**config.mk**
```make
export PLATFORM = sky130hd
export DESIGN_NAME = gsvt_ctrl
export DESIGN_NICKNAME = d
export VERILOG_FILES = /design/src/hw/rtl/gsvt_pkg.sv /design/src/hw/rtl/gsvt_ctrl.sv
export SDC_FILE = /design/constraint.sdc
export NUM_CORES = 1
export LEC_CHECK = 0
export BUFFER_PORTS_ARGS = -buffer_cell sky130_fd_sc_hd__buf_2
export CAP_MARGIN = 20
export CORE_UTILIZATION = 25
export CTS_CLUSTER_SIZE = 8
export DETAILED_ROUTE_END_ITERATION = 16
export SYNTH_ARGS = -nofsm -noshare
export SYNTH_HDL_FRONTEND = slang
export SYNTH_SLANG_ARGS = --single-unit
```
**constraint.sdc**
```tcl
create_clock -name clk -period 12.45 [get_ports clk]
set_clock_uncertainty 0.15 [all_clocks]
set_input_delay 2.49 -clock clk [delete_from_list [all_inputs] [get_ports clk]]
set_output_delay 2.49 -clock clk [all_outputs]
set_load 0.02 [all_outputs]
```
**src/hw/rtl/gsvt_pkg.sv**
```systemverilog
// shared constants, codes and types for the growable stack vector table
package gsvt_pkg;

	// storage geometry
	localparam int DEPTH      = 1024;
	localparam int WORD_WIDTH = 32;
	localparam int ADDR_W     = $clog2(DEPTH);

	// fixed field widths
	localparam int CNT_W  = 11;
	localparam int IDX_W  = 10;
	localparam int VAL_W  = 32;
	localparam int STAT_W = 3;

	// request codes
	typedef enum logic [1:0] {
		REQ_APPEND = 2'd0,
		REQ_REMOVE = 2'd1,
		REQ_GET    = 2'd2,
		REQ_SET    = 2'd3
	} req_t;

	// result status codes
	typedef enum logic [STAT_W-1:0] {
		ST_OK        = 3'd0,
		ST_NULL      = 3'd1,
		ST_OVERFLOW  = 3'd2,
		ST_ALLOC     = 3'd3,
		ST_UNDERFLOW = 3'd4,
		ST_BOUNDS    = 3'd5
	} status_t;

	// configuration register indexes
	typedef enum logic {
		CFG_INIT_CAP = 1'b0,
		CFG_BLOCK    = 1'b1
	} cfg_idx_t;

	// memory access issued for one request
	typedef struct packed {
		logic                  we;
		logic                  re;
		logic [ADDR_W-1:0]     addr;
		logic [WORD_WIDTH-1:0] wdata;
	} mem_req_t;

	// result fields decided for one request
	typedef struct packed {
		status_t          status;
		logic             rd_en;
		logic [CNT_W-1:0] count;
		logic [CNT_W-1:0] cap;
	} result_t;

endpackage

```
**src/hw/rtl/gsvt_ctrl.sv**
```systemverilog
// configuration, item count, capacity and per-request decision logic
module gsvt_ctrl
	import gsvt_pkg::*;
(
	input  logic             clk,
	input  logic             arst_n,
	input  logic             cfg_we,
	input  logic             cfg_index,
	input  logic [CNT_W-1:0] cfg_wdata,
	input  logic             valid,
	input  logic [1:0]       req_type,
	input  logic [IDX_W-1:0] index,
	input  logic [VAL_W-1:0] value,
	output mem_req_t         mem_req,
	output result_t          result
);

	localparam logic [CNT_W:0]   DEPTH_X = (CNT_W + 1)'(DEPTH);
	localparam logic [CNT_W-1:0] DEPTH_C = CNT_W'(DEPTH);

	logic [CNT_W-1:0] init_cap_q;
	logic [CNT_W-1:0] block_q;
	logic [CNT_W-1:0] count_q;
	logic [CNT_W-1:0] cap_q;

	logic [CNT_W-1:0] count_d;
	logic [CNT_W-1:0] cap_d;
	logic [CNT_W-1:0] cnt_dec;
	logic [CNT_W:0]   grown;
	logic [CNT_W:0]   spare;
	logic             uninit;
	logic             null_val;
	logic             idx_oob;
	logic [CNT_W-1:0] cfg_cap;

	assign uninit   = (init_cap_q == '0) && (block_q == '0);
	assign null_val = (value[WORD_WIDTH-1:0] == '0);
	assign idx_oob  = ({1'b0, index} >= count_q);
	assign cnt_dec  = count_q - CNT_W'(1);
	assign grown    = {1'b0, cap_q} + {1'b0, block_q};
	assign spare    = {1'b0, cap_q} - {1'b0, cnt_dec};
	assign cfg_cap  = (cfg_wdata > DEPTH_C) ? DEPTH_C : cfg_wdata;

	// decide status, next count and capacity, and the memory access
	always_comb begin
		count_d       = count_q;
		cap_d         = cap_q;
		mem_req.we    = 1'b0;
		mem_req.re    = 1'b0;
		mem_req.addr  = count_q[ADDR_W-1:0];
		mem_req.wdata = value[WORD_WIDTH-1:0];
		result.status = ST_OK;
		result.rd_en  = 1'b0;
		if (uninit) begin
			result.status = ST_NULL;
		end else begin
			case (req_t'(req_type))
				REQ_APPEND: begin
					if (null_val) begin
						result.status = ST_NULL;
					end else if (count_q >= cap_q && block_q == '0) begin
						result.status = ST_OVERFLOW;
					end else if (count_q >= cap_q && grown > DEPTH_X) begin
						result.status = ST_ALLOC;
					end else begin
						if (count_q >= cap_q) begin
							cap_d = grown[CNT_W-1:0];
						end
						if (count_q < DEPTH_C) begin
							mem_req.we = valid;
							count_d    = count_q + CNT_W'(1);
						end
					end
				end
				REQ_REMOVE: begin
					if (count_q == '0) begin
						result.status = ST_UNDERFLOW;
					end else begin
						count_d      = cnt_dec;
						mem_req.addr = cnt_dec[ADDR_W-1:0];
						mem_req.re   = valid;
						result.rd_en = 1'b1;
						if (cap_q > init_cap_q && spare >= {block_q, 1'b0}) begin
							cap_d = cap_q - block_q;
						end
					end
				end
				REQ_GET: begin
					if (idx_oob) begin
						result.status = ST_BOUNDS;
					end else begin
						mem_req.addr = index[ADDR_W-1:0];
						mem_req.re   = valid;
						result.rd_en = 1'b1;
					end
				end
				REQ_SET: begin
					if (null_val) begin
						result.status = ST_NULL;
					end else if (idx_oob) begin
						result.status = ST_BOUNDS;
					end else begin
						mem_req.addr = index[ADDR_W-1:0];
						mem_req.we   = valid;
					end
				end
				default: begin
					result.status = ST_NULL;
				end
			endcase
		end
		result.count = count_d;
		result.cap   = cap_d;
	end

	// configuration and vector state
	always_ff @(posedge clk or negedge arst_n) begin
		if (!arst_n) begin
			init_cap_q <= CNT_W'(16);
			block_q    <= CNT_W'(16);
			count_q    <= '0;
			cap_q      <= CNT_W'(16);
		end else if (cfg_we) begin
			if (cfg_idx_t'(cfg_index) == CFG_INIT_CAP) begin
				init_cap_q <= cfg_cap;
				count_q    <= '0;
				cap_q      <= cfg_cap;
			end else begin
				block_q <= cfg_wdata;
			end
		end else if (valid) begin
			count_q <= count_d;
			cap_q   <= cap_d;
		end
	end

endmodule

```
==> results of run 1 <==
## placed cells by master, fill, tap and decap left out, types with 7 or more instances in the layout
cell type  synthesis  final
o21a_1            12     12
nor2_1            78     78
nor4_1            19     19
mux2_2            11     11
buf_2              3    129
a21o_1            16     16
nor2b_1           15     15
a211oi_1           7      7
dfrtp_1           41     41
nand3_1           22     22
nand4_1           11     11
ha_1              82     82
xnor2_1           18     18
inv_1             67     67
a31oi_1            9      9
o211ai_1          13     13
nand2_1           70     70
o21ai_0           59     59
a21oi_1           47     47
nand2b_1           8      8
o31a_1             8      8
and2_1             8      8
o22ai_1           12     12
nor3_1            19     19
## per-stage QoR
step	hold WS [ns]	utilization [%]	area (µm²)	total power, mW
floorplan	0.319	-	6410	0.893
global placement	0.354	28.3	7140	1.14
detailed placement	0.355	28.3	7140	1.14
CTS	0.369	29.0	7310	1.31
global route	0.418	29.0	7310	1.43
finish	0.370	29.0	7310	1.32
## power groups by stage
stage | clock [mW] | combinational [mW] | sequential [mW]
final | 0.159 | 0.943 | 0.220
after global routing | 0.166 | 1.04 | 0.223
after CTS | 0.160 | 0.932 | 0.218
after detailed placement | 0 | 0.923 | 0.221
after global placement | 0 | 0.916 | 0.220
after floorplan | 0 | 0.703 | 0.190
## worst max-delay path, stage by stage (launching register included)
cell,delay (ns)
dfrtp_1,0.50
inv_1,0.19
ha_1,0.37
inv_1,0.09
fa_1,0.44
nor2b_1,0.12
o21ai_0,0.09
a21boi_0,0.26
o21ai_0,0.14
a21boi_0,0.24
o21ai_0,0.13
a21boi_0,0.33
nor4_1,0.08
a311o_1,0.34
ha_1,0.27
o21a_1,0.12
o22ai_1,0.07
nor3_1,0.19
o41a_1,0.22
and2_1,0.53
nand2_1,0.14
o21ai_0,0.26
o21bai_1,0.21
buf_2,0.22
## registers in the layout, indices dropped and copies added, names as in the netlist
signal,cells
count_q,11
block_q,11
init_cap_q,11
cap_q,11
## final cells by class
cell class                      count  area (µm²)
Inverter                           68         255
Clock inverter                      3        46.3
Multi-Input combinational cell    667        4680
Fill cell                        2676       17900
Sequential cell                    44        1100
Timing Repair Buffer              134         683
Clock buffer                        5         125
Tap cell                          330         413
## path summary, 6_finish.rpt
kind,from,to,slack (ns),cells past startpoint
worst min-delay path,init_cap_q[0],init_cap_q[0],0.37,2
min in group asynchronous,arst_n,cap_q[3],2.13,2
worst max register to register,count_q[0],cap_q[6],6.73,23
worst max-delay path,count_q[0],result[7],3.94,23
worst min register to register,init_cap_q[0],init_cap_q[0],0.37,2
max in group asynchronous,arst_n,count_q[5],9.58,2
## Yosys cell counts, types with 4 or more instances
master / n
a2111oi_0: 5
a211oi_1: 7
a21boi_0: 6
a21o_1: 16
a21oi_1: 47
a221oi_1: 4
a22o_1: 6
a22oi_1: 6
a31oi_1: 9
and2_1: 8
and3_1: 4
buf_4: 33
clkbuf_1: 27
dfrtp_1: 41
ha_1: 82
inv_1: 67
mux2_2: 11
nand2_1: 70
nand2b_1: 8
nand3_1: 22
nand4_1: 11
nor2_1: 78
nor2b_1: 15
nor3_1: 19
nor4_1: 19
o211ai_1: 13
o21a_1: 12
o21ai_0: 59
o221ai_1: 6
o22ai_1: 12
o311ai_0: 4
o31a_1: 8
or2_2: 5
or3_1: 5
xnor2_1: 18
xor2_1: 4
## per-layer routing
| metal | up-vias | track usage [%] | wire length (µm) |
|---|---|---|---|
| li1 | 3225 | - | - |
| met1 | 3342 | 24.5 | 10400 |
| met2 | 274 | 28.8 | 11300 |
| met3 | 54 | 1.48 | 1540 |
| met4 | 0 | 7.38 | 876 |
| met5 | - | 0 | 0 |
## kinds of logic (layout without fill, tap and decap cells)
logic type	count (synthesis)	after routing	share of synthesized area (%)
xor+xnor	22	22	3.00
flops	44	44	17.2
buf+inv	133	210	9.79
simple gates	285	285	22.4
fa+ha+maj	85	85	16.9
compound gates	262	262	28.4
mux	13	13	2.24
==> metrics.md, run 1 <==
| Metric | Value |
|---|---|
| Combinational share of power | `71.3%` |
| Leakage | `3.33 nW` |
| Antenna violations before repair | `0` |
| Flop pwr share | `16.7%` |
| Placer Congestion | `between 0.9 and 1` |
| DP HPWL | `19100 µm` |
| Placed cell count | `1243` |
| Max Fclk | `0.118 GHz` |
| Max-slew headroom | `27.4%` |
| Final period util | `68.3%` |
| Total track usage | `roughly 18%` |
| Inserted Diodes | `0` |
| Number of buffers added on ports | `129` |
| Psw | `a little under 0.7 mW` |
| DRT iter0 DRCs | `670` |
| Setup WS pre-CTS | `4.39 ns` |
| Worst slew pin tran | `1.09 ns` |
| Via Count | `6895` |
| Area grow syn2layout | `13.9%` |
| TritonRoute pass-1 iters | `7` |
| CTS Root Cell | `clkbuf_16` |
| Die width | `between 150 and 200 µm` |
| Async SR Flop Fraction | `100%` |
| Crit path kind | `reg -> out` |
| CTS-repair resized insts | `0` |
| Post-Syn Instances | `844` |
| Final-report max-slew violation count | `0` |
| Clock power share | `around 12%` |
| Fin cells | `1251` |
| H-tree depth | `2` |
| Sequential area share after synthesis | `17.2%` |
| Crit path required time | `9.81 ns` |
| Starting density of the core | `25.5%` |
| Post-synthesis cell area | `6410 µm²` |
| Routed wire length | `24100 µm` |
| EDFF count, synth | `0` |
| Total CTS buffers | `5` |
| Status | `finished, final reports clean` |
| Worst VDD drop | `roughly 0.066 mV` |
| DRT antenna net count | `0` |
| CP arrival | `approximately 5.9 ns` |
| Sw Share | `52.4%` |
| Synth Flop Type | `dfrtp_1` |
| Grt total ovfl | `0` |
| Worst-path clk slew | `about 0.07 ns` |
| Min Tclk post-route | `8.51 ns` |
| Worst setup SP type | `flop` |
| Power per standard cell area | `between 150 and 200 nW/µm²` |
| Number of I/O pins | `130` |
| CTS Hold Bufs | `0` |
| Clk sinks | `44` |
| DR DRC count | `0` |
| Fin Setup TNS | `0 ns` |
| Yosys reg bits | `44` |
| CTS tree | `built` |
| Clk_lat worst skew | `0.30 ns` |
| Global-route wire length before repair | `around 36000 µm` |
| Final setup vio count | `0` |
| Share of the synthesized area in the top cell type | `about 16%` |
| Core ar. | `25200 µm²` |
| Post-CTS setup buffer count | `0` |
| Cell row count | `58` |
| RSZ-0062 raised after global routing | `no` |
| Fin nets | `1065` |
| Die span in y | `162 µm` |
| Area leader, netlist | `dfrtp_1` |
| Synth unique cells | `86` |
| Number of warnings issued by yosys | `0` |
| Wire per inst | `19.2 µm` |
| Vias in the first global route | `between 6000 and 7000` |
| Number of max-cap violations | `0` |
| Synth area leaders | `dfrtp_1, ha_1, o21ai_0` |
| Net Count, Synth | `989` |
| Clock Path Buffers | `2` |
| Vias/cell | `between 5 and 6` |
| Setup WS post-layout | `3.94 ns` |
| Hold Violations, Final | `0` |
| Syn Area/Cell | `7.60 µm²` |
| Hold Crit Class | `reg -> reg` |
| Critical Path End Type | `output pin` |
| Int Pwr | `approximately 0.63 mW` |
| Share of layout cells above drive strength 1 | `19.5%` |
| Max Fanout on Critical Path | `18` |
| Largest net degree at the start of global routing | `45` |
| Area of the die | `26300 µm²` |
No activity file was read; power rests on OpenSTA's default activity.
==> inputs of run 2 (changes only) <==
Clock period 12.45 ns to 7.2 ns, I/O delays scaled along.
==> metrics.md, run 2 (synthesis gave the netlist of run 1 again) <==
| Metric | Value |
|---|---|
| Die width | `162 µm` |
| Min Tclk post-route | `roughly 6.8 ns` |
| Cell row count | `58` |
| Placer Congestion | `0.954` |
| Core ar. | `between 20000 and 30000 µm²` |
| Number of I/O pins | `130` |
| Final setup vio count | `0` |
| Largest net degree at the start of global routing | `45` |
| Area grow syn2layout | `15.1%` |
| H-tree depth | `2` |
| Commonest cells after routing, fill and taps aside | `buf_2, ha_1, nor2_1, nand2_1, inv_1` |
| Via Count | `6911` |
| Number of max-cap violations | `0` |
| CTS tree | `built` |
| Max Fclk | `~0.15 GHz` |
| Crit path required time | `5.61 ns` |
| Worst VDD drop | `0.121 mV` |
| DRT antenna net count | `0` |
| Power per standard cell area | `approximately 320 nW/µm²` |
| Area of the die | `around 26000 µm²` |
| DR DRC count | `0` |
| Hold Violations, Final | `0` |
| Hold Crit Depth | `2` |
| Most common cell after layout, fill and taps aside | `buf_2` |
| Pwr Total | `2.33 mW` |
| Inserted Diodes | `0` |
| Leakage | `3.38 nW` |
| Clk_lat worst skew | `~0.3 ns` |
| Max Fanout on Critical Path | `8` |
| Clock Path Buffers | `2` |
| Die span in y | `162 µm` |
| Max-slew headroom | `between 30% and 40%` |
| TritonRoute pass-1 iters | `6` |
| Routed wire length | `about 25000 µm` |
| R2r worst-path depth | `23` |
| Grt total ovfl | `0` |
| Placed cell count | `~1200` |
| Number of buffers added on ports | `between 100 and 150` |
| Fin util | `about 29%` |
| Slowest cell on crit path | `fa_1` |
| Wire per inst | `between 15 and 20 µm` |
| Vias in the first global route | `6447` |
| Final-report max-slew violation count | `0` |
| Fin cells | `between 1000 and 1500` |
| DP HPWL | `19800 µm` |
| Fin Setup TNS | `0 ns` |
| Critical Path End Type | `output pin` |
| Total track usage | `around 19%` |
| Antenna violations before repair | `1` |
| RSZ-0062 raised after global routing | `no` |
| Worst-path clk slew | `~0.060 ns` |
| Crit path cell chain | `inv_1 > ha_1 > inv_1 > fa_1 > nor2b_1 > o21ai_0 > a21boi_1 > o21ai_0 > a21boi_1 > o21ai_0 > a21boi_1 > nor4_1 > a311o_1 > ha_1 > o21a_1 > o22ai_1 > nor3_1 > o41a_1 > a21oi_1 > nor4_1 > o2bb2ai_2 > o21ai_1 > buf_2` |
| Final period util | `a little over nine tenths` |
| Worst slew pin tran | `1.03 ns` |
| Crit path kind | `reg -> out` |
| Vias/cell | `5.49` |
| Global-route wire length before repair | `37700 µm` |
| Hold Crit Class | `reg -> reg` |
| Starting density of the core | `around 25%` |
| DRT iter0 DRCs | `574` |
| CTS Root Cell | `clkbuf_16` |
| Fin nets | `1072` |
| Worst setup SP type | `flop` |
| CP arrival | `5.23 ns` |
| Status | `finished, final reports clean` |
| CP max stage delay | `roughly 0.44 ns` |
| Total CTS buffers | `5` |
| Share of layout cells above drive strength 1 | `20.5%` |
| CTS Hold Bufs | `0` |
| Clk sinks | `44` |
==> run 2: changes by cell type in the layout (fill, tap and decap cells not counted), sizes merged <==
cell  delta
buf      +7
==> run 2: metal layers <==
metal,up-vias,wire (µm),global-route usage (%)
met2,292,11400,30.2
met4,2,1310,9.52
li1,3243,-,-
met1,3289,10700,24.5
met3,85,1380,1.71
met5,-,10,0
==> run 2: final cells by class <==
type,count,area [µm²]
clock buffers,5,125
fillers,2712,17800
flip-flops and latches,44,1110
inverters,68,255
multi-input cells,667,4690
clock inverters,3,46.3
well taps,330,413
repair buffers,141,748
==> run 2: metrics by stage <==
stage               hold slack [ns]  setup slack, ns  instance area, µm²
finish                        0.387            0.383                7380
global route                  0.417           0.0127                7380
CTS                           0.387           0.0371                7360
detailed placement            0.374            0.187                7180
floorplan                     0.319            0.861                6410
global placement              0.370            0.422                7180
==> run 2: what timing repair did <==
action	CTS	global route
setup endpoints to repair	5	11
pin swaps	0	0
buffers inserted	0	0
resized for setup	1	9
==> run 2: critical path: cells and delay by family, from the launching register on <==
| kind | cells | cell delay, ns |
|---|---|---|
| compound gates | 13 | 2.65 |
| fa+ha+maj | 3 | 1.06 |
| buf+inv | 3 | 0.44 |
| flops | 1 | 0.43 |
| simple gates | 4 | 0.36 |
==> run 2: worst paths after layout <==
| check | startpoint | endpoint | slack (ns) |
|---|---|---|---|
| max | count_q[1] | result[10] | 0.38 |
| min | init_cap_q[4] | init_cap_q[4] | 0.39 |
| max reg2reg | count_q[1] | cap_q[7] | 2.09 |
| min reg2reg | init_cap_q[4] | init_cap_q[4] | 0.39 |
| max in group asynchronous | arst_n | init_cap_q[4] | 5.53 |
| min in group asynchronous | arst_n | block_q[3] | 0.83 |
==> run 2: power by group <==
part / internal (mW) / switching, mW / leakage, nW
Combinational: 0.657 / 1.03 / 2.74
Sequential: 0.285 / 0.0777 / 0.557
Clock: 0.165 / 0.112 / 0.0804
Total: 1.11 / 1.22 / 3.38
